<file path="src/rtl/prqd_pkg.sv">
// Shared types and constants for the priority ready-queue dispatcher.
// No dependencies; imported by every module of the block.
`timescale 1ns / 1ps

package prqd_pkg;

    localparam int QUEUE_DEPTH_DEF = 16;
    localparam int PID_BITS_DEF    = 6;
    localparam int PRIO_BITS_DEF   = 8;
    localparam int CTX_BITS        = 16;

    typedef enum logic [1:0] {
        ACT_EXIT  = 2'd0,
        ACT_IDLE  = 2'd1,
        ACT_ADMIT = 2'd2,
        ACT_OTHER = 2'd3
    } t_action;

    typedef enum logic [1:0] {
        ST_OK        = 2'd0,
        ST_UNKNOWN   = 2'd1,
        ST_NO_ORIGIN = 2'd2,
        ST_FULL      = 2'd3
    } t_status;

    typedef enum logic [1:0] {
        SRC_CALLER  = 2'd0,
        SRC_PROCESS = 2'd1,
        SRC_ORIGIN  = 2'd2
    } t_src;

    // controller -> datapath
    typedef struct packed {
        logic    latch;
        logic    clear_running;
        logic    set_origin;
        logic    head_rd;
        logic    pop;
        logic    load_running;
        logic    ins_start;
        logic    ins_rd;
        logic    ins_shift;
        logic    ins_place;
        logic    resp_load;
        t_status resp_status;
        t_src    resp_src;
    } t_cmd;

    // datapath -> controller
    typedef struct packed {
        t_action action;
        logic    q_empty;
        logic    q_full;
        logic    running_valid;
        logic    origin_valid;
        logic    ins_rem_zero;
        logic    ins_greater;
        logic    out_free;
    } t_stat;

endpackage

</file>
<file path="src/rtl/prqd_controller.sv">
// Sequencer for the dispatcher: decodes a request and steps the datapath.
// Depends on prqd_pkg for the command/status structs and codes.
`timescale 1ns / 1ps

module prqd_controller
    import prqd_pkg::*;
(
    input  logic  i_clk,
    input  logic  i_rst_n,
    input  logic  i_in_valid,
    output logic  o_in_ready,
    input  t_stat i_stat,
    output t_cmd  o_cmd
);

    typedef enum logic [3:0] {
        S_IDLE,
        S_EXEC,
        S_HEAD_RD,
        S_HEAD_POP,
        S_INS_START,
        S_INS_CHK,
        S_INS_CMP,
        S_RUN,
        S_RESP
    } t_state;

    t_state  r_state, n_state;
    t_status r_status, n_status;
    t_src    r_src, n_src;
    logic    w_ins_done;

    assign o_in_ready = (r_state == S_IDLE);

    always_comb begin
        n_state    = r_state;
        n_status   = r_status;
        n_src      = r_src;
        o_cmd      = '0;
        w_ins_done = 1'b0;
        case (r_state)
            S_IDLE: begin
                if (i_in_valid) begin
                    o_cmd.latch = 1'b1;
                    n_state     = S_EXEC;
                end
            end
            S_EXEC: begin
                n_status = ST_OK;
                n_src    = SRC_CALLER;
                case (i_stat.action)
                    ACT_EXIT: begin
                        o_cmd.clear_running = 1'b1;
                        if (!i_stat.q_empty) begin
                            n_state = S_HEAD_RD;
                        end else if (i_stat.origin_valid) begin
                            n_src   = SRC_ORIGIN;
                            n_state = S_RESP;
                        end else begin
                            n_status = ST_NO_ORIGIN;
                            n_state  = S_RESP;
                        end
                    end
                    ACT_IDLE: begin
                        o_cmd.set_origin = 1'b1;
                        if (!i_stat.q_empty) begin
                            n_state = S_HEAD_RD;
                        end else begin
                            if (!i_stat.running_valid) begin
                                n_src = SRC_ORIGIN;
                            end
                            n_state = S_RESP;
                        end
                    end
                    ACT_ADMIT: begin
                        if (i_stat.q_full) begin
                            n_status = ST_FULL;
                            n_state  = S_RESP;
                        end else begin
                            n_state = S_INS_START;
                        end
                    end
                    default: begin
                        n_status = ST_UNKNOWN;
                        n_state  = S_RESP;
                    end
                endcase
            end
            S_HEAD_RD: begin
                o_cmd.head_rd = 1'b1;
                n_state       = S_HEAD_POP;
            end
            S_HEAD_POP: begin
                o_cmd.pop = 1'b1;
                // yield puts the preempted process back in line
                if (i_stat.action == ACT_IDLE && i_stat.running_valid) begin
                    n_state = S_INS_START;
                end else begin
                    n_state = S_RUN;
                end
            end
            S_INS_START: begin
                o_cmd.ins_start = 1'b1;
                n_state         = S_INS_CHK;
            end
            S_INS_CHK: begin
                if (i_stat.ins_rem_zero) begin
                    o_cmd.ins_place = 1'b1;
                    w_ins_done      = 1'b1;
                end else begin
                    o_cmd.ins_rd = 1'b1;
                    n_state      = S_INS_CMP;
                end
            end
            S_INS_CMP: begin
                if (i_stat.ins_greater) begin
                    o_cmd.ins_shift = 1'b1;
                    n_state         = S_INS_CHK;
                end else begin
                    o_cmd.ins_place = 1'b1;
                    w_ins_done      = 1'b1;
                end
            end
            S_RUN: begin
                o_cmd.load_running = 1'b1;
                n_src              = SRC_PROCESS;
                n_state            = S_RESP;
            end
            S_RESP: begin
                o_cmd.resp_status = r_status;
                o_cmd.resp_src    = r_src;
                if (i_stat.out_free) begin
                    o_cmd.resp_load = 1'b1;
                    n_state         = S_IDLE;
                end
            end
            default: begin
                n_state = S_IDLE;
            end
        endcase
        if (w_ins_done) begin
            n_state = (i_stat.action == ACT_ADMIT) ? S_RESP : S_RUN;
        end
    end

    always_ff @(posedge i_clk) begin
        if (!i_rst_n) begin
            r_state  <= S_IDLE;
            r_status <= ST_OK;
            r_src    <= SRC_CALLER;
        end else begin
            r_state  <= n_state;
            r_status <= n_status;
            r_src    <= n_src;
        end
    end

endmodule

</file>
<file path="src/rtl/prqd_datapath.sv">
// Datapath: ready-queue ring memory, running/origin registers, insert walker,
// and the result register. Depends on prqd_pkg.
`timescale 1ns / 1ps

module prqd_datapath
    import prqd_pkg::*;
#(
    parameter int QUEUE_DEPTH = QUEUE_DEPTH_DEF,
    parameter int PID_BITS    = PID_BITS_DEF,
    parameter int PRIO_BITS   = PRIO_BITS_DEF
) (
    input  logic                 i_clk,
    input  logic                 i_rst_n,
    input  t_cmd                 i_cmd,
    output t_stat                o_stat,
    input  logic [1:0]           i_action,
    input  logic [CTX_BITS-1:0]  i_caller_context,
    input  logic [PID_BITS-1:0]  i_process_id,
    input  logic [PRIO_BITS-1:0] i_process_priority,
    input  logic                 i_out_ready,
    output logic                 o_out_valid,
    output logic [1:0]           o_status,
    output logic [1:0]           o_resume_source,
    output logic [CTX_BITS-1:0]  o_resume_id
);

    localparam int IW = (QUEUE_DEPTH > 1) ? $clog2(QUEUE_DEPTH) : 1;
    localparam int CW = $clog2(QUEUE_DEPTH + 1);
    localparam int SW = IW + 1;
    localparam int WW = PID_BITS + PRIO_BITS;
    localparam logic [IW-1:0] LAST_IDX = IW'(QUEUE_DEPTH - 1);
    localparam logic [CW-1:0] FULL_CNT = CW'(QUEUE_DEPTH);
    localparam logic [SW-1:0] WRAP     = SW'(QUEUE_DEPTH);

    // ring of {prio, pid}, head at r_head, sorted from head
    logic [WW-1:0] r_mem [QUEUE_DEPTH];
    logic [WW-1:0] r_rdata;

    logic [IW-1:0]        r_head;
    logic [CW-1:0]        r_count;
    t_action              r_action;
    logic [CTX_BITS-1:0]  r_caller;
    logic [PID_BITS-1:0]  r_pid_in;
    logic [PRIO_BITS-1:0] r_prio_in;
    logic                 r_run_valid;
    logic [PID_BITS-1:0]  r_run_pid;
    logic [PRIO_BITS-1:0] r_run_prio;
    logic                 r_origin_valid;
    logic [CTX_BITS-1:0]  r_origin_handle;
    logic [PID_BITS-1:0]  r_pop_pid;
    logic [PRIO_BITS-1:0] r_pop_prio;
    logic [IW-1:0]        r_ins_j;
    logic [CW-1:0]        r_ins_rem;
    logic [WW-1:0]        r_ins_word;
    logic                 r_out_valid;
    t_status              r_out_status;
    t_src                 r_out_src;
    logic [CTX_BITS-1:0]  r_out_id;

    logic [SW-1:0]        w_tail_sum;
    logic [IW-1:0]        w_tail;
    logic [IW-1:0]        w_prev;
    logic [IW-1:0]        w_rd_addr;
    logic [WW-1:0]        w_wr_data;
    logic                 w_wr_en;
    logic [CTX_BITS-1:0]  w_resp_id;

    assign w_tail_sum = SW'(r_head) + SW'(r_count);
    assign w_tail     = (w_tail_sum >= WRAP) ? IW'(w_tail_sum - WRAP) : w_tail_sum[IW-1:0];
    assign w_prev     = (r_ins_j == '0) ? LAST_IDX : r_ins_j - 1'b1;
    assign w_rd_addr  = i_cmd.head_rd ? r_head : w_prev;
    assign w_wr_en    = i_cmd.ins_place || i_cmd.ins_shift;
    assign w_wr_data  = i_cmd.ins_place ? r_ins_word : r_rdata;

    always_ff @(posedge i_clk) begin
        if (w_wr_en) begin
            r_mem[r_ins_j] <= w_wr_data;
        end
        if (i_cmd.head_rd || i_cmd.ins_rd) begin
            r_rdata <= r_mem[w_rd_addr];
        end
    end

    always_comb begin
        w_resp_id = r_caller;
        case (i_cmd.resp_src)
            SRC_PROCESS: begin
                w_resp_id                 = '0;
                w_resp_id[PID_BITS-1:0]   = r_run_pid;
            end
            SRC_ORIGIN: w_resp_id = r_origin_handle;
            default:    w_resp_id = r_caller;
        endcase
    end

    always_ff @(posedge i_clk) begin
        if (i_cmd.latch) begin
            r_action  <= t_action'(i_action);
            r_caller  <= i_caller_context;
            r_pid_in  <= i_process_id;
            r_prio_in <= i_process_priority;
        end
        if (i_cmd.pop) begin
            r_pop_pid  <= r_rdata[PID_BITS-1:0];
            r_pop_prio <= r_rdata[WW-1:PID_BITS];
        end
        if (i_cmd.ins_start) begin
            r_ins_j   <= w_tail;
            r_ins_rem <= r_count;
            r_ins_word <= (r_action == ACT_ADMIT) ? {r_prio_in, r_pid_in}
                                                  : {r_run_prio, r_run_pid};
        end else if (i_cmd.ins_shift) begin
            r_ins_j   <= w_prev;
            r_ins_rem <= r_ins_rem - 1'b1;
        end
        if (i_cmd.resp_load) begin
            r_out_status <= i_cmd.resp_status;
            r_out_src    <= i_cmd.resp_src;
            r_out_id     <= w_resp_id;
        end
    end

    always_ff @(posedge i_clk) begin
        if (!i_rst_n) begin
            r_head          <= '0;
            r_count         <= '0;
            r_run_valid     <= 1'b0;
            r_run_pid       <= '0;
            r_run_prio      <= '0;
            r_origin_valid  <= 1'b0;
            r_origin_handle <= '0;
            r_out_valid     <= 1'b0;
        end else begin
            if (i_cmd.pop) begin
                r_head  <= (r_head == LAST_IDX) ? '0 : r_head + 1'b1;
                r_count <= r_count - 1'b1;
            end else if (i_cmd.ins_place) begin
                r_count <= r_count + 1'b1;
            end
            if (i_cmd.clear_running) begin
                r_run_valid <= 1'b0;
                r_run_pid   <= '0;
                r_run_prio  <= '0;
            end else if (i_cmd.load_running) begin
                r_run_valid <= 1'b1;
                r_run_pid   <= r_pop_pid;
                r_run_prio  <= r_pop_prio;
            end
            if (i_cmd.set_origin && !r_origin_valid) begin
                r_origin_valid  <= 1'b1;
                r_origin_handle <= r_caller;
            end else if (i_cmd.resp_load && i_cmd.resp_src == SRC_ORIGIN) begin
                r_origin_valid  <= 1'b0;
                r_origin_handle <= '0;
            end
            if (i_cmd.resp_load) begin
                r_out_valid <= 1'b1;
            end else if (i_out_ready) begin
                r_out_valid <= 1'b0;
            end
        end
    end

    assign o_stat.action        = r_action;
    assign o_stat.q_empty       = (r_count == '0);
    assign o_stat.q_full        = (r_count >= FULL_CNT);
    assign o_stat.running_valid = r_run_valid;
    assign o_stat.origin_valid  = r_origin_valid;
    assign o_stat.ins_rem_zero  = (r_ins_rem == '0);
    assign o_stat.ins_greater   = (r_rdata[WW-1:PID_BITS] > r_ins_word[WW-1:PID_BITS]);
    assign o_stat.out_free      = !r_out_valid || i_out_ready;

    assign o_out_valid     = r_out_valid;
    assign o_status        = r_out_status;
    assign o_resume_source = r_out_src;
    assign o_resume_id     = r_out_id;

endmodule

</file>
<file path="src/rtl/priority_ready_queue_dispatcher.sv">
// Top level of the priority ready-queue dispatcher.
// Depends on prqd_pkg, prqd_controller and prqd_datapath.
`timescale 1ns / 1ps

// One request is taken at a time and answered with exactly one result. An exit
// back to the origin context, an exit without one, a yield with an empty queue
// and unknown or rejected requests go from decode straight to the result; an
// exit or a yield that dispatches without preempting reads the head, pops it and
// loads the running process. Admit and a yield that preempts a running process
// insert into the ready queue, which is a ring in a single-port memory kept
// sorted from the head; the insert walks back from the tail and moves each less
// urgent entry one slot, with a registered read and then a compare and write for
// each moved entry. The result sits in an output register; the next request is
// taken in the cycle after it has been loaded, so a result that waits holds off
// the next request. No clearing pass runs after reset.

module priority_ready_queue_dispatcher
    import prqd_pkg::*;
#(
    parameter int QUEUE_DEPTH = QUEUE_DEPTH_DEF,
    parameter int PID_BITS    = PID_BITS_DEF,
    parameter int PRIO_BITS   = PRIO_BITS_DEF
) (
    input  logic                 i_clk,
    input  logic                 i_rst_n,
    input  logic                 i_in_valid,
    output logic                 o_in_ready,
    input  logic [1:0]           i_action,
    input  logic [CTX_BITS-1:0]  i_caller_context,
    input  logic [PID_BITS-1:0]  i_process_id,
    input  logic [PRIO_BITS-1:0] i_process_priority,
    output logic                 o_out_valid,
    input  logic                 i_out_ready,
    output logic [1:0]           o_status,
    output logic [1:0]           o_resume_source,
    output logic [CTX_BITS-1:0]  o_resume_id
);

    t_cmd  w_cmd;
    t_stat w_stat;

    prqd_controller u_ctrl (
        .i_clk      (i_clk),
        .i_rst_n    (i_rst_n),
        .i_in_valid (i_in_valid),
        .o_in_ready (o_in_ready),
        .i_stat     (w_stat),
        .o_cmd      (w_cmd)
    );

    prqd_datapath #(
        .QUEUE_DEPTH (QUEUE_DEPTH),
        .PID_BITS    (PID_BITS),
        .PRIO_BITS   (PRIO_BITS)
    ) u_dp (
        .i_clk              (i_clk),
        .i_rst_n            (i_rst_n),
        .i_cmd              (w_cmd),
        .o_stat             (w_stat),
        .i_action           (i_action),
        .i_caller_context   (i_caller_context),
        .i_process_id       (i_process_id),
        .i_process_priority (i_process_priority),
        .i_out_ready        (i_out_ready),
        .o_out_valid        (o_out_valid),
        .o_status           (o_status),
        .o_resume_source    (o_resume_source),
        .o_resume_id        (o_resume_id)
    );

endmodule

</file>
<file path="config.mk">
export PLATFORM = sky130hd
export DESIGN_NAME = priority_ready_queue_dispatcher
export DESIGN_NICKNAME = d
export VERILOG_FILES = /design/src/rtl/prqd_pkg.sv /design/src/rtl/prqd_controller.sv /design/src/rtl/prqd_datapath.sv /design/src/rtl/priority_ready_queue_dispatcher.sv
export SDC_FILE = /design/constraint.sdc
export NUM_CORES = 1
export LEC_CHECK = 0
export BUFFER_PORTS_ARGS = -buffer_cell sky130_fd_sc_hd__clkbuf_2
export CORE_UTILIZATION = 55
export DETAILED_ROUTE_END_ITERATION = 10
export PLACE_DENSITY_LB_ADDON = 0.2
export RECOVER_POWER = 100
export SYNTH_ARGS = -nofsm -noshare
export SYNTH_HDL_FRONTEND = slang
export SYNTH_SLANG_ARGS = --single-unit
</file>
<file path="constraint.sdc">
create_clock -name i_clk -period 3.44 [get_ports i_clk]
set_input_delay 0.344 -clock i_clk [delete_from_list [all_inputs] [get_ports i_clk]]
set_output_delay 0.344 -clock i_clk [all_outputs]
set_load 0.01 [all_outputs]
</file>
Yosys cells after proc, flatten, opt, wreduce, memory -nomap -nowiden

Memories as Yosys holds them, arrays and structs flattened. A register that Yosys moved wholly into a read port is not among the register bits.
Cells that the tools add are included.

Bits in registers: 139
Memory bits (writable): 224
Input port bits: 36
Output and inout port bits: 22
Word-level logic and storage cells: 133
Memories kept: 1

Add/sub/neg operators: 7
Magnitude comparators: 3
Eq/ne operators: 17
Mux-type cells: 60
Bitwise gates (word level): 1
Reduce and logical (&&, ||, !) cells: 21

Memories:

| name       | words | bits a word | rd ports | clocked after Yosys merged registers in | wr ports | line                | RTL |
|---|---|---|---|---|---|---|---|
| u_dp.r_mem | 16    | 14          | 1        | 1                                       | 1        | prqd_datapath.sv:36 | `logic [WW-1:0] r_mem [QUEUE_DEPTH];` |

Operator list:

| kind                  | count |
|---|---|
| $mux W4               | 14 |
| $pmux W4 S9           | 1 |
| $mux W16              | 2 |
| $pmux W16 S2          | 1 |
| $mux W14              | 2 |
| $mux W5               | 5 |
| $mux W1               | 21 |
| $mux W2               | 9 |
| $eq A4 B3 Y1 const B  | 4 |
| $ge A5 B5 Y1 const B  | 2 |
| $logic_not A5 Y1      | 2 |
| $reduce_bool A2 Y1    | 5 |
| $sub A5 B1 Y5 const B | 2 |
| $eq A4 B2 Y1 const B  | 2 |
| $eq A4 B4 Y1 const B  | 2 |
| $gt A8 B8 Y1          | 1 |
| $logic_not A4 Y1      | 2 |
| $pmux W2 S2           | 2 |
| $pmux W4 S2           | 1 |
| $sub A4 B1 Y4 const B | 2 |
| $ne A3 B1 Y1 const B  | 2 |
| $pmux W2 S3           | 1 |
| $add A4 B5 Y5         | 1 |
| $add A5 B1 Y5 const B | 1 |
| 14 further kinds      | 22 |

Longest topological paths before layout

Gate-level depths: netlist of the first run.

Depth in word-level cells: 8
Gate-level depth with buffers: 10
Mapped depth without buffers: 9

Hierarchy

A second synthesis of the first run with hierarchy kept.

Cell total of the unflattened synthesis: 912
Area total of the unflattened synthesis: 15,109.5 um2

Modules (own cells, without submodules):

| module          | instances | cells each | area each (um2) | seq. area each (um2) |
|---|---|---|---|---|
| prqd_datapath   | 1         | 824        | 14,475.1        | 10,660.2 |
| prqd_controller | 1         | 88         | 634.4           | 160.2 |

Worst setup path after synthesis of the first run

OpenSTA, ideal clock, no wires.

Path type: flip-flop to flip-flop
Start: register u_dp.r_ins_rem[0]
End: memory u_dp.r_mem[3][0] (netlist name) (enable)
Library setup time: 0.403 ns
Data arrival time: 2.830 ns
Required time: 3.037 ns
Setup slack: 0.207 ns
Cell stages (with the launch flop): 9
Buffers on the path: 0
Period minus slack after synthesis: 3.233 ns
Cells stage by stage: edfxtp_1 > inv_1 > ha_1 > or4b_2 > nor2_1 > nand2_1 > a21oi_1 > nand2_1 > nor3_1

Word-level cells in the longest chain between the ends: 6

Ends and longest elaborated chain:

| what                          | line                   | RTL |
|---|---|---|
| start: declaration            | prqd_datapath.sv:53    | `logic [CW-1:0] r_ins_rem;` |
| start signal: assignment      | prqd_datapath.sv:109   | `r_ins_rem <= r_count;` |
| start signal: assignment      | prqd_datapath.sv:114   | `r_ins_rem <= r_ins_rem - 1'b1;` |
| $logic_not A5 Y1              | prqd_datapath.sv:169   | `assign o_stat.ins_rem_zero = (r_ins_rem == '0);` |
| $mux W1                       | prqd_controller.sv:107 | `if (i_stat.ins_rem_zero) begin` |
| $pmux W1 S2                   | prqd_controller.sv:41  | `case (r_state)` |
| $logic_or A1 B1 Y1            | prqd_datapath.sv:72    | `assign w_wr_en = i_cmd.ins_place \|\| i_cmd.ins_shift;` |
| $mux W1                       | prqd_datapath.sv:76    | `if (w_wr_en) begin` |
| $mux W1 (implied by the code) | prqd_datapath.sv:77    | `r_mem[r_ins_j] <= w_wr_data;` |
| end: declaration              | prqd_datapath.sv:36    |  |

No other way between the ends.

Final worst setup path of the first run

Start: register u_dp.r_ins_rem[0]
End: memory u_dp.r_mem[1][7] (netlist name) (enable)

Same word-level chain as after synthesis.

==> results by group, run 1 <==
Placed design
  • Final HPWL DP: between 20 and 25 mm
  • Dpl cell area: 0.0166 sq mm
  • Count of port buffers added during placement: between 50 and 60
  • Number of cells in the design after placement: around 1,500
  • Routability congestion estimate from global placement: 0.784

Status
  • Violations in the final reports: capacitance limit, slew limit
  • Outcome: complete, but fails checks

Clock network
  • Clk Tree Root Cell: clkbuf_16
  • CTS tree: built
  • Register clock-pin slew on the reported worst setup and hold paths: 0.06 ns
  • Clock sink total: 377
  • Number of hold buffers added after CTS: 30
  • Num CTS Buffers: 40
  • Setup fix buffers added after clock tree synthesis: 0
  • CTS HTree Levels: 2
  • Number of instances resized during post-cts repair: 0
  • Worst-skew pair later-pin latency: 0.53 ns
  • CTS max path bufs: 3

Floorplanning
  • Height of the die: around 170 um
  • Number of cell rows: 61
  • Horizontal die dimension: 171 um
  • Number of I/O pins: between 50 and 60
  • Core area: approximately 0.028 sq mm
  • Die Area: ~0.029 sq mm
  • Starting density of the core: 0.561

Logic synthesis
  • Net count after synthesis: 1,176
  • Flops & latches, synth: about 380
  • Share of synthesized area occupied by flip-flops and latches: 0.693
  • Number of cells produced by synthesis: 1,115
  • Total standard cell area after synthesis: 0.0156 sq mm
  • Primary flip-flop cell chosen by synthesis mapping: edfxtp_1
  • Async set or reset register ratio after synthesis: 0
  • Number of synthesis warnings: 0
  • EDFF count, synth: about 330
  • Count of different cell masters after synthesis: 53
  • Avg Cell Area, Syn: between 10 and 15 sq um

GRT
  • Via count of the first global-routing pass: 9,104
  • Met1 Track Usage GR: 0.319
  • Total gr overflow: 0
  • Wire length of the first global-routing pass: 50.1 mm
  • Initial antenna violation count: 0
  • Fraction of met3 tracks used by global routing: 0.0328
  • Met2 Track Usage GR: 0.378
  • Largest net degree at the start of global routing: 55
  • Highest-utilization routing layer at the global route stage: met2
  • GRT Resource Usage Total: 0.229

Routing
  • Number of DRC violations after detailed-routing iteration 0: 714
  • Average vias per placed instance: 5.64
  • Post-detailed-route DRC marker count: 0
  • Average detailed-routed wire length per instance: 19.9 um
  • Vias: 9,292
  • Count of TritonRoute iterations in the first routing pass: 5
  • Final wirelength: 32.7 mm
  • Antenna-violating nets left: 0

Hold path
  • Hold path cells: 1
  • Launch instance of the worst min-delay path: i_process_id[0]
  • Path type of the worst min-delay path: in2reg

Setup path
  • Req. time, crit path: 3.61 ns
  • Startpoint of the lowest-slack register-to-register path: u_dp.r_ins_rem[0]$_DFFE_PP_
  • Worst reg-to-reg path cell count: 9
  • Most common cell type on the critical path: nand2_1
  • CP max-delay cell: or4b_2
  • Largest fanout on the critical path: 14
  • Crit path launch type: register
  • Crit path arrival time: 3.34 ns
  • Cell breakdown of the critical path: inv_1 -> ha_1 -> or4b_2 -> nor2_1 -> nand2_1 -> a21oi_1 -> nand2_1 -> nor3_2 -> clkbuf_2
  • Largest incremental delay on the critical path: 0.65 ns
  • CP endpoint kind: register
  • Launching element of the worst setup path: u_dp.r_ins_rem[0]$_DFFE_PP_
  • Category of the critical setup timing path: reg2reg

STA
  • Clock skew after layout: 0.0229 ns
  • Share of the clock period used by the worst path after layout: 0.921
  • Peak Freq: 316 MHz
  • Slew @ Worst Pin: roughly 1.8 ns
  • Setup-violating endpoint count in the final report: 0
  • Setup repair after global routing missed its margin: no
  • Setup TNS: 0 ns
  • Headroom to the max-slew limit: -0.181
  • Time the worst path needs with I/O delays and setup: 3.17 ns
  • Max-slew violations: 33
  • Final Hold Viols: 0

Power
  • Worst vdd ir: 0.484 mV
  • LEAKAGE: 6.52 nW
  • Proportion of power drawn by combinational gates: 0.036
  • Part of the power in registers: 0.526
  • Clock network fraction of design power: 0.438
  • Switching share of power: 0.203
  • Ratio of total power to cell area: 531 mW/mm^2
  • Sum of internal, switching and leakage power: approximately 9.6 mW
  • Net switching power: 1.94 mW
  • Power Internal: between 7 and 8 mW

Flow run
  • Number of maximum-capacitance constraint violations: 1

Finish
  • Area Growth Syn to Fin: 15.3%
  • Diode insertion count for antenna repair: 0
  • Fraction of layout cells with a size suffix above 1: 0.133
  • Final-stage net count: 1,300
  • Highest-count cells in the layout ignoring fill and taps: edfxtp_1, nand2_1, mux2i_1
  • Commonest non-fill, non-tap cell in the layout: edfxtp_1
  • Finished Layout Cells: 1,647
  • Final Cell Area: ~0.018 sq mm
==> power by group through the flow <==
stage	Sequential [mW]	Combinational, mW	Clock, mW
2_1_floorplan	5.11	0.227	0
3_3_place_gp	5.12	0.324	0
3_5_place_dp	5.12	0.330	0
4_1_cts	5.03	0.358	4.26
5_1_grt	5.03	0.384	4.43
6_report	5.03	0.349	4.19
==> state kept, by name (all words and copies together) (netlist names), 4 cells and up <==
name,cells
u_dp.o_resume_id,16
u_ctrl.r_state,4
u_dp.r_pop_prio,8
u_dp.r_pid_in,6
u_dp.r_mem,224
u_dp.r_caller,16
u_dp.r_run_pid,6
u_dp.r_run_prio,8
u_dp.r_count,5
u_dp.r_head,4
u_dp.r_prio_in,8
u_dp.r_ins_j,4
u_dp.r_origin_handle,16
u_dp.r_pop_pid,6
u_dp.r_ins_rem,5
u_dp.r_ins_word,14
u_dp.r_rdata,14
==> layer usage <==
layer	part of all wire	wire length, um	vias up
li1	-	-	4393
met1	0.45	14700	4615
met2	0.48	15800	233
met3	0.050	1630	51
met4	0.019	629	0
met5	0	0	-
==> worst max-delay path, delay by kind of cell (launching register included) <==
| kind | cells | cell delay [ns] |
|---|---|---|
| adder cells (fa/ha/maj) | 1 | 0.17 |
| AO/OA/AOI/OAI | 1 | 0.40 |
| buffers and inverters | 2 | 0.55 |
| flip-flops | 1 | 0.41 |
| AND/OR/NAND/NOR | 5 | 1.29 |
==> stage by stage <==
step | utilization | setup WS (ns) | hold slack [ns]
after global placement | 0.595 | 0.481 | 0.443
after CTS | 0.652 | 0.476 | 0.000681
after global routing | 0.646 | 0.174 | 0.00829
final | 0.646 | 0.271 | 0.0183
after detailed placement | 0.595 | 0.484 | 0.450
after floorplan | - | 0.207 | 0.420
==> logic make-up (layout without fill, tap and decap cells) <==
logic type | after synthesis | after routing | share of synthesized area
fa+ha+maj | 25 | 25 | 0.0210
buf+inv | 82 | 236 | 0.0264
mux | 149 | 149 | 0.0996
xor+xnor | 7 | 7 | 0.00392
flops | 377 | 377 | 0.693
compound gates | 177 | 177 | 0.0729
simple gates | 298 | 298 | 0.0835
==> synthesized netlist by cell type (2+ instances only) <==
cell type  instances  area, sq um
or3_1              3         18.8
nor2_1            65          244
o211ai_1           2         15.0
buf_1              2         7.51
or2_2              2         12.5
a22oi_1           22          165
a21boi_0           4         30.0
nand4_1            2         12.5
a211oi_1           3         22.5
xnor2_1            6         52.6
clkbuf_1          35          131
mux2_2            42          473
nor3_1             8         40.0
buf_2              9         45.0
nor2b_1           26          163
nand2_1          162          608
buf_8              3         45.0
mux2i_1          106         1060
nand3_1            3         15.0
edfxtp_1         327         9820
a31oi_1            5         31.3
buf_6              7         78.8
o21ai_0           26          130
a21o_1             5         37.5
ha_1              23          288
o31ai_1            2         15.0
o32ai_1            3         26.3
o221ai_1          14          123
fa_1               2         40.0
nand2b_1          10         62.6
buf_4              2         15.0
inv_1             24         90.1
and2_1             9         56.3
a32oi_1           16          140
a21oi_1           68          340
dfxtp_1           50         1000
==> final timing paths <==
kind / to / slack, ns
min reg2reg: u_dp.r_run_prio[1]$_SDFFE_PP0P_ / 0.46
max reg2reg: u_dp.r_mem[1][7]$_DFFE_PP_ / 0.27
max: u_dp.r_mem[1][7]$_DFFE_PP_ / 0.27
min: u_dp.r_pid_in[0]$_DFFE_PP_ / 0.02
==> cell type report <==
cell class / instances / area, sq um
Sequential cell: 377 / 10800
Multi-Input combinational cell: 656 / 4420
Timing Repair Buffer: 140 / 928
Tap cell: 378 / 473
Fill cell: 2067 / 9850
Clock inverter: 24 / 230
Inverter: 24 / 90.1
Clock buffer: 48 / 1050
Note: power is estimated with default switching activity, not from simulation.
==> run 2: changes to the inputs <==
--- a/config.mk
+++ b/config.mk
@@ -5,6 +5,7 @@
 export SDC_FILE = /design/constraint.sdc
 export NUM_CORES = 1
 export LEC_CHECK = 0
+export ABC_AREA = 1
 export BUFFER_PORTS_ARGS = -buffer_cell sky130_fd_sc_hd__clkbuf_2
 export CORE_UTILIZATION = 55
 export DETAILED_ROUTE_END_ITERATION = 10
==> results by group, run 2 <==
GRT
  • GRT Resource Usage Total: 0.264 (+0.0343)
  • Initial antenna violation count: 0 (unchanged)
  • Largest net degree at the start of global routing: 113 (+110%)
  • Wire length of the first global-routing pass: 61.0 mm (+22%)
  • Total gr overflow: 0 (unchanged)
  • Via count of the first global-routing pass: 10,800 (+19%)

Logic synthesis
  • Ranking of synthesized cells by instance count: nand2_1, edfxtp_1, nand3_1, inv_1, nand3b_1
  • Top cell type by total area after synthesis: edfxtp_1
  • EDFF count, synth: 327 (unchanged)
  • Most frequent cell after synthesis: nand2_1
  • Net count after synthesis: 1,580 (+34%)
  • Primary flip-flop cell chosen by synthesis mapping: edfxtp_1
  • Avg Cell Area, Syn: 10.8 sq um (-23%)
  • Number of cells produced by synthesis: 1,519 (+36%)
  • Area contributors post-synth: edfxtp_1, nand2_1, nand3_1, dfxtp_1, nand3b_1
  • Share of synthesized area occupied by flip-flops and latches: 0.661 (-0.0320)
  • Total standard cell area after synthesis: 0.0164 sq mm (+4.8%)
  • Area fraction of the dominant cell type after synthesis: 0.600 (-0.0290)
  • Number of synthesis warnings: 0 (unchanged)
  • Async set or reset register ratio after synthesis: 0 (unchanged)
  • Count of different cell masters after synthesis: 38 (-28%)
  • Flops & latches, synth: 377 (unchanged)

Finish
  • Commonest non-fill, non-tap cell in the layout: nand2_1
  • Final-stage net count: 1,677 (+29%)
  • Final design utilization: 0.642 (-0.00477)
  • Largest register FFs: 224 (unchanged)
  • Highest-count cells in the layout ignoring fill and taps: nand2_1, edfxtp_1, nand3_1
  • Diode insertion count for antenna repair: 0 (unchanged)
  • Fraction of layout cells with a size suffix above 1: 0.0783 (-0.0549)
  • Multi-input combinational cell area: 0.00463 sq mm (+4.9%)
  • Most flops, register: u_dp.r_mem
  • Number of filler cells placed in the layout: 2,280 (+10%)
  • Area Growth Syn to Fin: 13.7%
  • Register cell area after layout: 0.0108 sq mm (unchanged)

Status
  • Violations in the final reports: capacitance limit, slew limit
  • Outcome: complete, but fails checks

Floorplanning
  • Horizontal die dimension: 175 um (+2.4%)
  • Starting density of the core: 0.565 (+0.00373)
  • Die Area: 0.0305 sq mm (+4.8%)
  • Number of cell rows: 62 (+1.6%)
  • Number of I/O pins: 58 (unchanged)
  • Height of the die: 175 um (+2.4%)
  • Core area: 0.0290 sq mm (+4.1%)

Routing
  • Number of DRC violations after detailed-routing iteration 0: 1,247 (+75%)
  • Highest layer used for signal routing: met4
  • Vias: 11,300 (+22%)
  • Met3 Routed Length: 2.76 mm (+69%)
  • Detailed-route wire length on metal 1: 16.7 mm (+13%)
  • Average vias per placed instance: 5.59 (-1.0%)
  • Count of TritonRoute iterations in the first routing pass: 7 (+2)
  • Average detailed-routed wire length per instance: 19.3 um (-2.7%)
  • Post-detailed-route DRC marker count: 0 (unchanged)
  • Final wirelength: 39.3 mm (+20%)
  • Antenna-violating nets left: 0 (unchanged)
  • Met2 wire len: 18.3 mm (+16%)

Setup path
  • Crit path launch type: register
  • Cell breakdown of the critical path: inv_1 -> nor2_1 -> inv_1 -> nor3_4 -> nand4_4 -> nand2_1 -> nand2_1 -> nor2_1 -> clkbuf_1
  • Req. time, crit path: 3.57 ns (-0.04 ns)
  • Largest incremental delay on the critical path: 1.07 ns (+0.42 ns)
  • Largest fanout on the critical path: 14 (unchanged)
  • Category of the critical setup timing path: reg2reg
  • R2R Setup Slk: 0.34 ns (+0.07 ns)
  • Crit path arrival time: 3.23 ns (-0.11 ns)
  • CP endpoint kind: register
  • CP max-delay cell: clkbuf_1

Power
  • Worst vdd ir: 0.530 mV (+9.5%)
  • Sum of internal, switching and leakage power: 10.2 mW (+6.3%)
  • Ratio of total power to cell area: 546 mW/mm^2 (+2.8%)
  • LEAKAGE: 7.26 nW (+11%)

Clock network
  • CTS HTree Levels: 2 (unchanged)
  • Clk Tree Root Cell: clkbuf_16
  • CTS max path bufs: 3 (unchanged)
  • Worst-skew pair later-pin latency: 0.53 ns (about the same)
  • Number of instances resized during post-cts repair: 0 (unchanged)
  • Clock sink total: 377 (unchanged)
  • CTS tree: built
  • Num CTS Buffers: 40 (unchanged)
  • Register clock-pin slew on the reported worst setup and hold paths: 0.06 ns (about the same)

STA
  • Slew @ Worst Pin: 1.83 ns (+0.0579 ns)
  • Setup-violating endpoint count in the final report: 0 (unchanged)
  • Clock skew after layout: 0.0130 ns (-0.00992 ns)
  • Max-slew violations: 33 (unchanged)
  • Setup repair after global routing missed its margin: no
  • Headroom to the max-slew limit: -0.219 (-0.0386)
  • Setup TNS: 0 ns (unchanged)
  • Peak Freq: 323 MHz (+2.2%)
  • Worst Hold Margin: 0.0357 ns (+0.0175 ns)
  • Final Hold Viols: 0 (unchanged)
  • Time the worst path needs with I/O delays and setup: 3.10 ns (-0.0680 ns)
  • Share of the clock period used by the worst path after layout: 0.901 (-0.0198)

Flow run
  • Number of maximum-capacitance constraint violations: 1 (unchanged)

Placed design
  • Count of port buffers added during placement: 57 (unchanged)
  • Routability congestion estimate from global placement: 0.806 (+2.8%)
  • Final HPWL DP: 22.3 mm (+7.2%)

Hold path
  • Path type of the worst min-delay path: in2reg
-- run 2: cell families (layout without fill, tap and decap cells) --
family / after synthesis / after routing / share of synthesized area
and+or+nand+nor: 789 / 789 / 0.226
xor gates and xnor gates: 11 / 11 / 0.00588
adders and majority gates: 25 / 25 / 0.0200
DFF: 377 / 377 / 0.661
buffers and inverters: 223 / 351 / 0.0573
AOI/OAI and AO/OA: 94 / 94 / 0.0306
-- run 2: per-layer routing --
layer,vias to the layer above,GRT usage
li1,5395,-
met1,5413,0.358
met2,441,0.422
met3,95,0.0451
met4,0,0.111
met5,-,0
-- run 2: worst max-delay path, delay by kind of cell (launching register included) --
| kind | cells | cell delay, ns |
|---|---|---|
| AND/OR/NAND/NOR | 6 | 1.10 |
| flip-flops | 1 | 0.35 |
| buffers and inverters | 3 | 1.26 |
-- run 2: cell type report --
type | instances | area share
Inverter | 147 | 0.0296
Timing Repair Buffer | 131 | 0.0447
Tap cell | 384 | 0.0258
Clock inverter | 17 | 0.00746
Clock buffer | 56 | 0.0625
Multi-Input combinational cell | 919 | 0.249
Sequential cell | 377 | 0.581
-- run 2: metrics by stage --
| stage | std cells | area, sq um | setup WS, ns |
|---|---|---|---|
| after detailed placement | 1927 | 17200 | 0.627 |
| after global routing | 2031 | 18600 | 0.206 |
| after floorplan | 1519 | 16400 | 0.144 |
| final | 2031 | 18600 | 0.339 |
| after global placement | 1927 | 17200 | 0.699 |
| after CTS | 2031 | 18800 | 0.596 |
-- run 2: path summary, 6_finish.rpt --
path | start | depth (start not counted) | end
max | u_ctrl.r_state[2]$_SDFFE_PN0P_ | 9 | u_dp.r_mem[4][8]$_DFFE_PP_
min | i_caller_context[6] | 1 | u_dp.r_caller[6]$_DFFE_PP_
max reg2reg | u_ctrl.r_state[2]$_SDFFE_PN0P_ | 9 | u_dp.r_mem[4][8]$_DFFE_PP_
min reg2reg | u_dp.r_origin_handle[11]$_SDFFE_PN0P_ | 2 | u_dp.r_origin_handle[11]$_SDFFE_PN0P_
-- run 2: where the power goes --
group | internal [mW] | switching (mW)
Clock | 2.51 | 1.70
Sequential | 5.11 | 0.0661
Combinational | 0.238 | 0.550
Total | 7.85 | 2.32
-- run 2: what timing repair did --
| item | in CTS | in global routing |
|---|---|---|
| hold endpoints to repair | 31 | 0 |
| setup buffers | 0 | 0 |
| hold buffers | 31 | 0 |
==> run 3: changes to the inputs <==
--- a/config.mk
+++ b/config.mk
@@ -8,6 +8,7 @@
 export ABC_AREA = 1
 export BUFFER_PORTS_ARGS = -buffer_cell sky130_fd_sc_hd__clkbuf_2
 export CORE_UTILIZATION = 55
+export CTS_BUF_LIST = sky130_fd_sc_hd__clkbuf_8 sky130_fd_sc_hd__clkbuf_16
 export DETAILED_ROUTE_END_ITERATION = 10
 export PLACE_DENSITY_LB_ADDON = 0.2
 export RECOVER_POWER = 100
==> results by group, run 3 (synthesis gave the netlist of run 2 again) <==
Status
  • Outcome: complete, but fails checks
  • Violations in the final reports: capacitance limit, slew limit

Placed design
  • Number of cells in the design after placement: 1,927 (unchanged)
  • Count of port buffers added during placement: 57 (unchanged)
  • Dpl cell area: 0.0172 sq mm (unchanged)
  • Routability congestion estimate from global placement: 0.806 (unchanged)
  • Final HPWL DP: 22.3 mm (unchanged)

Finish
  • Diode insertion count for antenna repair: 0 (unchanged)
  • Fraction of layout cells with a size suffix above 1: 0.0783 (unchanged)
  • Multi-input combinational cell area: 0.00463 sq mm (unchanged)
  • Highest-count cells in the layout ignoring fill and taps: nand2_1, edfxtp_1, nand3_1
  • Commonest non-fill, non-tap cell in the layout: nand2_1
  • Register cell area after layout: 0.0108 sq mm (unchanged)
  • Finished Layout Cells: 2,031 (unchanged)
  • Most flops, register: u_dp.r_mem
  • Final-stage net count: 1,677 (unchanged)
  • Number of filler cells placed in the layout: 2,280 (unchanged)
  • Largest register FFs: 224 (unchanged)
  • Final Cell Area: 0.0186 sq mm (unchanged)
  • Area Growth Syn to Fin: 13.7% (unchanged)
  • Final design utilization: 0.642 (unchanged)

Setup path
  • Crit path arrival time: 3.22 ns (about the same)
  • CP endpoint kind: register
  • Req. time, crit path: 3.58 ns (about the same)
  • Largest fanout on the critical path: 14 (unchanged)
  • Category of the critical setup timing path: reg2reg
  • Crit path launch type: register

STA
  • Time the worst path needs with I/O delays and setup: 3.08 ns (-0.0205 ns)
  • Headroom to the max-slew limit: -0.226 (-0.00708)
  • Setup repair after global routing missed its margin: no
  • Slew @ Worst Pin: 1.84 ns (+0.0106 ns)
  • Peak Freq: 325 MHz (+0.67%)
  • Final Hold Viols: 0 (unchanged)
  • Share of the clock period used by the worst path after layout: 0.895 (-0.00597)
  • Setup-violating endpoint count in the final report: 0 (unchanged)
  • Setup TNS: 0 ns (unchanged)
  • Clock skew after layout: 0.0160 ns (+0.00308 ns)
  • Max-slew violations: 33 (unchanged)

Floorplanning
  • Die Area: 0.0305 sq mm (unchanged)
  • Height of the die: 175 um (unchanged)
  • Core area: 0.0290 sq mm (unchanged)
  • Horizontal die dimension: 175 um (unchanged)
  • Number of I/O pins: 58 (unchanged)
  • Starting density of the core: 0.565 (unchanged)
  • Number of cell rows: 62 (unchanged)

GRT
  • Via count of the first global-routing pass: 10,800 (+0.037%)
  • Wire length of the first global-routing pass: 61.0 mm (about the same)
  • GRT Resource Usage Total: 0.264 (unchanged)
  • Total gr overflow: 0 (unchanged)
  • Largest net degree at the start of global routing: 113 (unchanged)
  • Initial antenna violation count: 0 (unchanged)

Clock network
  • Worst-skew pair later-pin latency: 0.54 ns (about the same)
  • CTS max path bufs: 3 (unchanged)
  • Register clock-pin slew on the reported worst setup and hold paths: 0.06 ns (about the same)
  • CTS tree: built
  • Clk Tree Root Cell: clkbuf_16
  • CTS HTree Levels: 2 (unchanged)
  • Clock sink total: 377 (unchanged)
  • Num CTS Buffers: 40 (unchanged)
  • Number of instances resized during post-cts repair: 0 (unchanged)

Power
  • LEAKAGE: 7.30 nW (+0.46%)
  • Ratio of total power to cell area: 546 mW/mm^2 (-0.18%)
  • Worst vdd ir: 0.531 mV (+0.21%)

Routing
  • Final wirelength: 39.3 mm (about the same)
  • Post-detailed-route DRC marker count: 0 (unchanged)
  • Vias: 11,300 (+0.018%)
  • Antenna-violating nets left: 0 (unchanged)
  • Number of DRC violations after detailed-routing iteration 0: 1,253 (+0.48%)
  • Count of TritonRoute iterations in the first routing pass: 9 (+2)
  • Average vias per placed instance: 5.59 (about the same)
  • Average detailed-routed wire length per instance: 19.4 um (about the same)

Hold path
  • Path type of the worst min-delay path: in2reg

Flow run
  • Number of maximum-capacitance constraint violations: 1 (unchanged)
[run 3: cell types whose count changed in the layout (fill, tap and decap cells not counted)]
cell      delta
clkbuf_1     -8
inv_1        +8
[run 3: timing repair]
action,in CTS,in global routing
setup buffers,0,0
endpoints found under the hold margin,31,0
hold buffers,31,0
[run 3: where the power goes]
group / internal, mW / switching, mW
combinational: 0.238 / 0.550
clock: 2.48 / 1.71
sequential: 5.11 / 0.0659
[run 3: layout make-up]
type                    instances  share of cell area
inverters                     147              0.0296
clock buffers                  48              0.0609
well taps                     384              0.0258
multi-input cells             919               0.249
repair buffers                131              0.0447
flip-flops and latches        377               0.581
clock inverters                25             0.00907
[run 3: metrics by stage]
stage	total power, mW	worst slack [ns]	hold slack [ns]
floorplan	5.77	0.144	0.426
global placement	6.02	0.699	0.435
detailed placement	6.04	0.627	0.445
CTS	10.2	0.596	0.00109
global route	10.5	0.206	0.0353
finish	10.2	0.360	0.0352
[run 3: per-layer routing]
metal / share of wire / global-route usage / up-vias
met4: 0.038 / 0.111 / 0
met2: 0.47 / 0.422 / 447
li1: - / - / 5390
met5: 0 / 0 / -
met3: 0.071 / 0.0451 / 92
met1: 0.42 / 0.358 / 5417
[run 3: worst max-delay path, cell delays in order (launching register included)]
cell and delay [ns]:
dfxtp_1 0.35, inv_1 0.06, nor2_1 0.16, inv_1 0.13
nor3_4 0.22, nand4_4 0.23, nand2_1 0.22, nand2_1 0.14
nor2_1 0.11, clkbuf_1 1.06
[run 3: final timing paths]
check / from / end / slack, ns / cells past startpoint
worst max-delay path: u_ctrl.r_state[2]$_SDFFE_PN0P_ / u_dp.r_mem[4][8]$_DFFE_PP_ / 0.36 / 9
worst min-delay path: i_caller_context[6] / u_dp.r_caller[6]$_DFFE_PP_ / 0.04 / 1
worst max register to register: u_ctrl.r_state[2]$_SDFFE_PN0P_ / u_dp.r_mem[4][8]$_DFFE_PP_ / 0.36 / 9
worst min register to register: u_dp.r_origin_handle[11]$_SDFFE_PN0P_ / u_dp.r_origin_handle[11]$_SDFFE_PN0P_ / 0.46 / 2
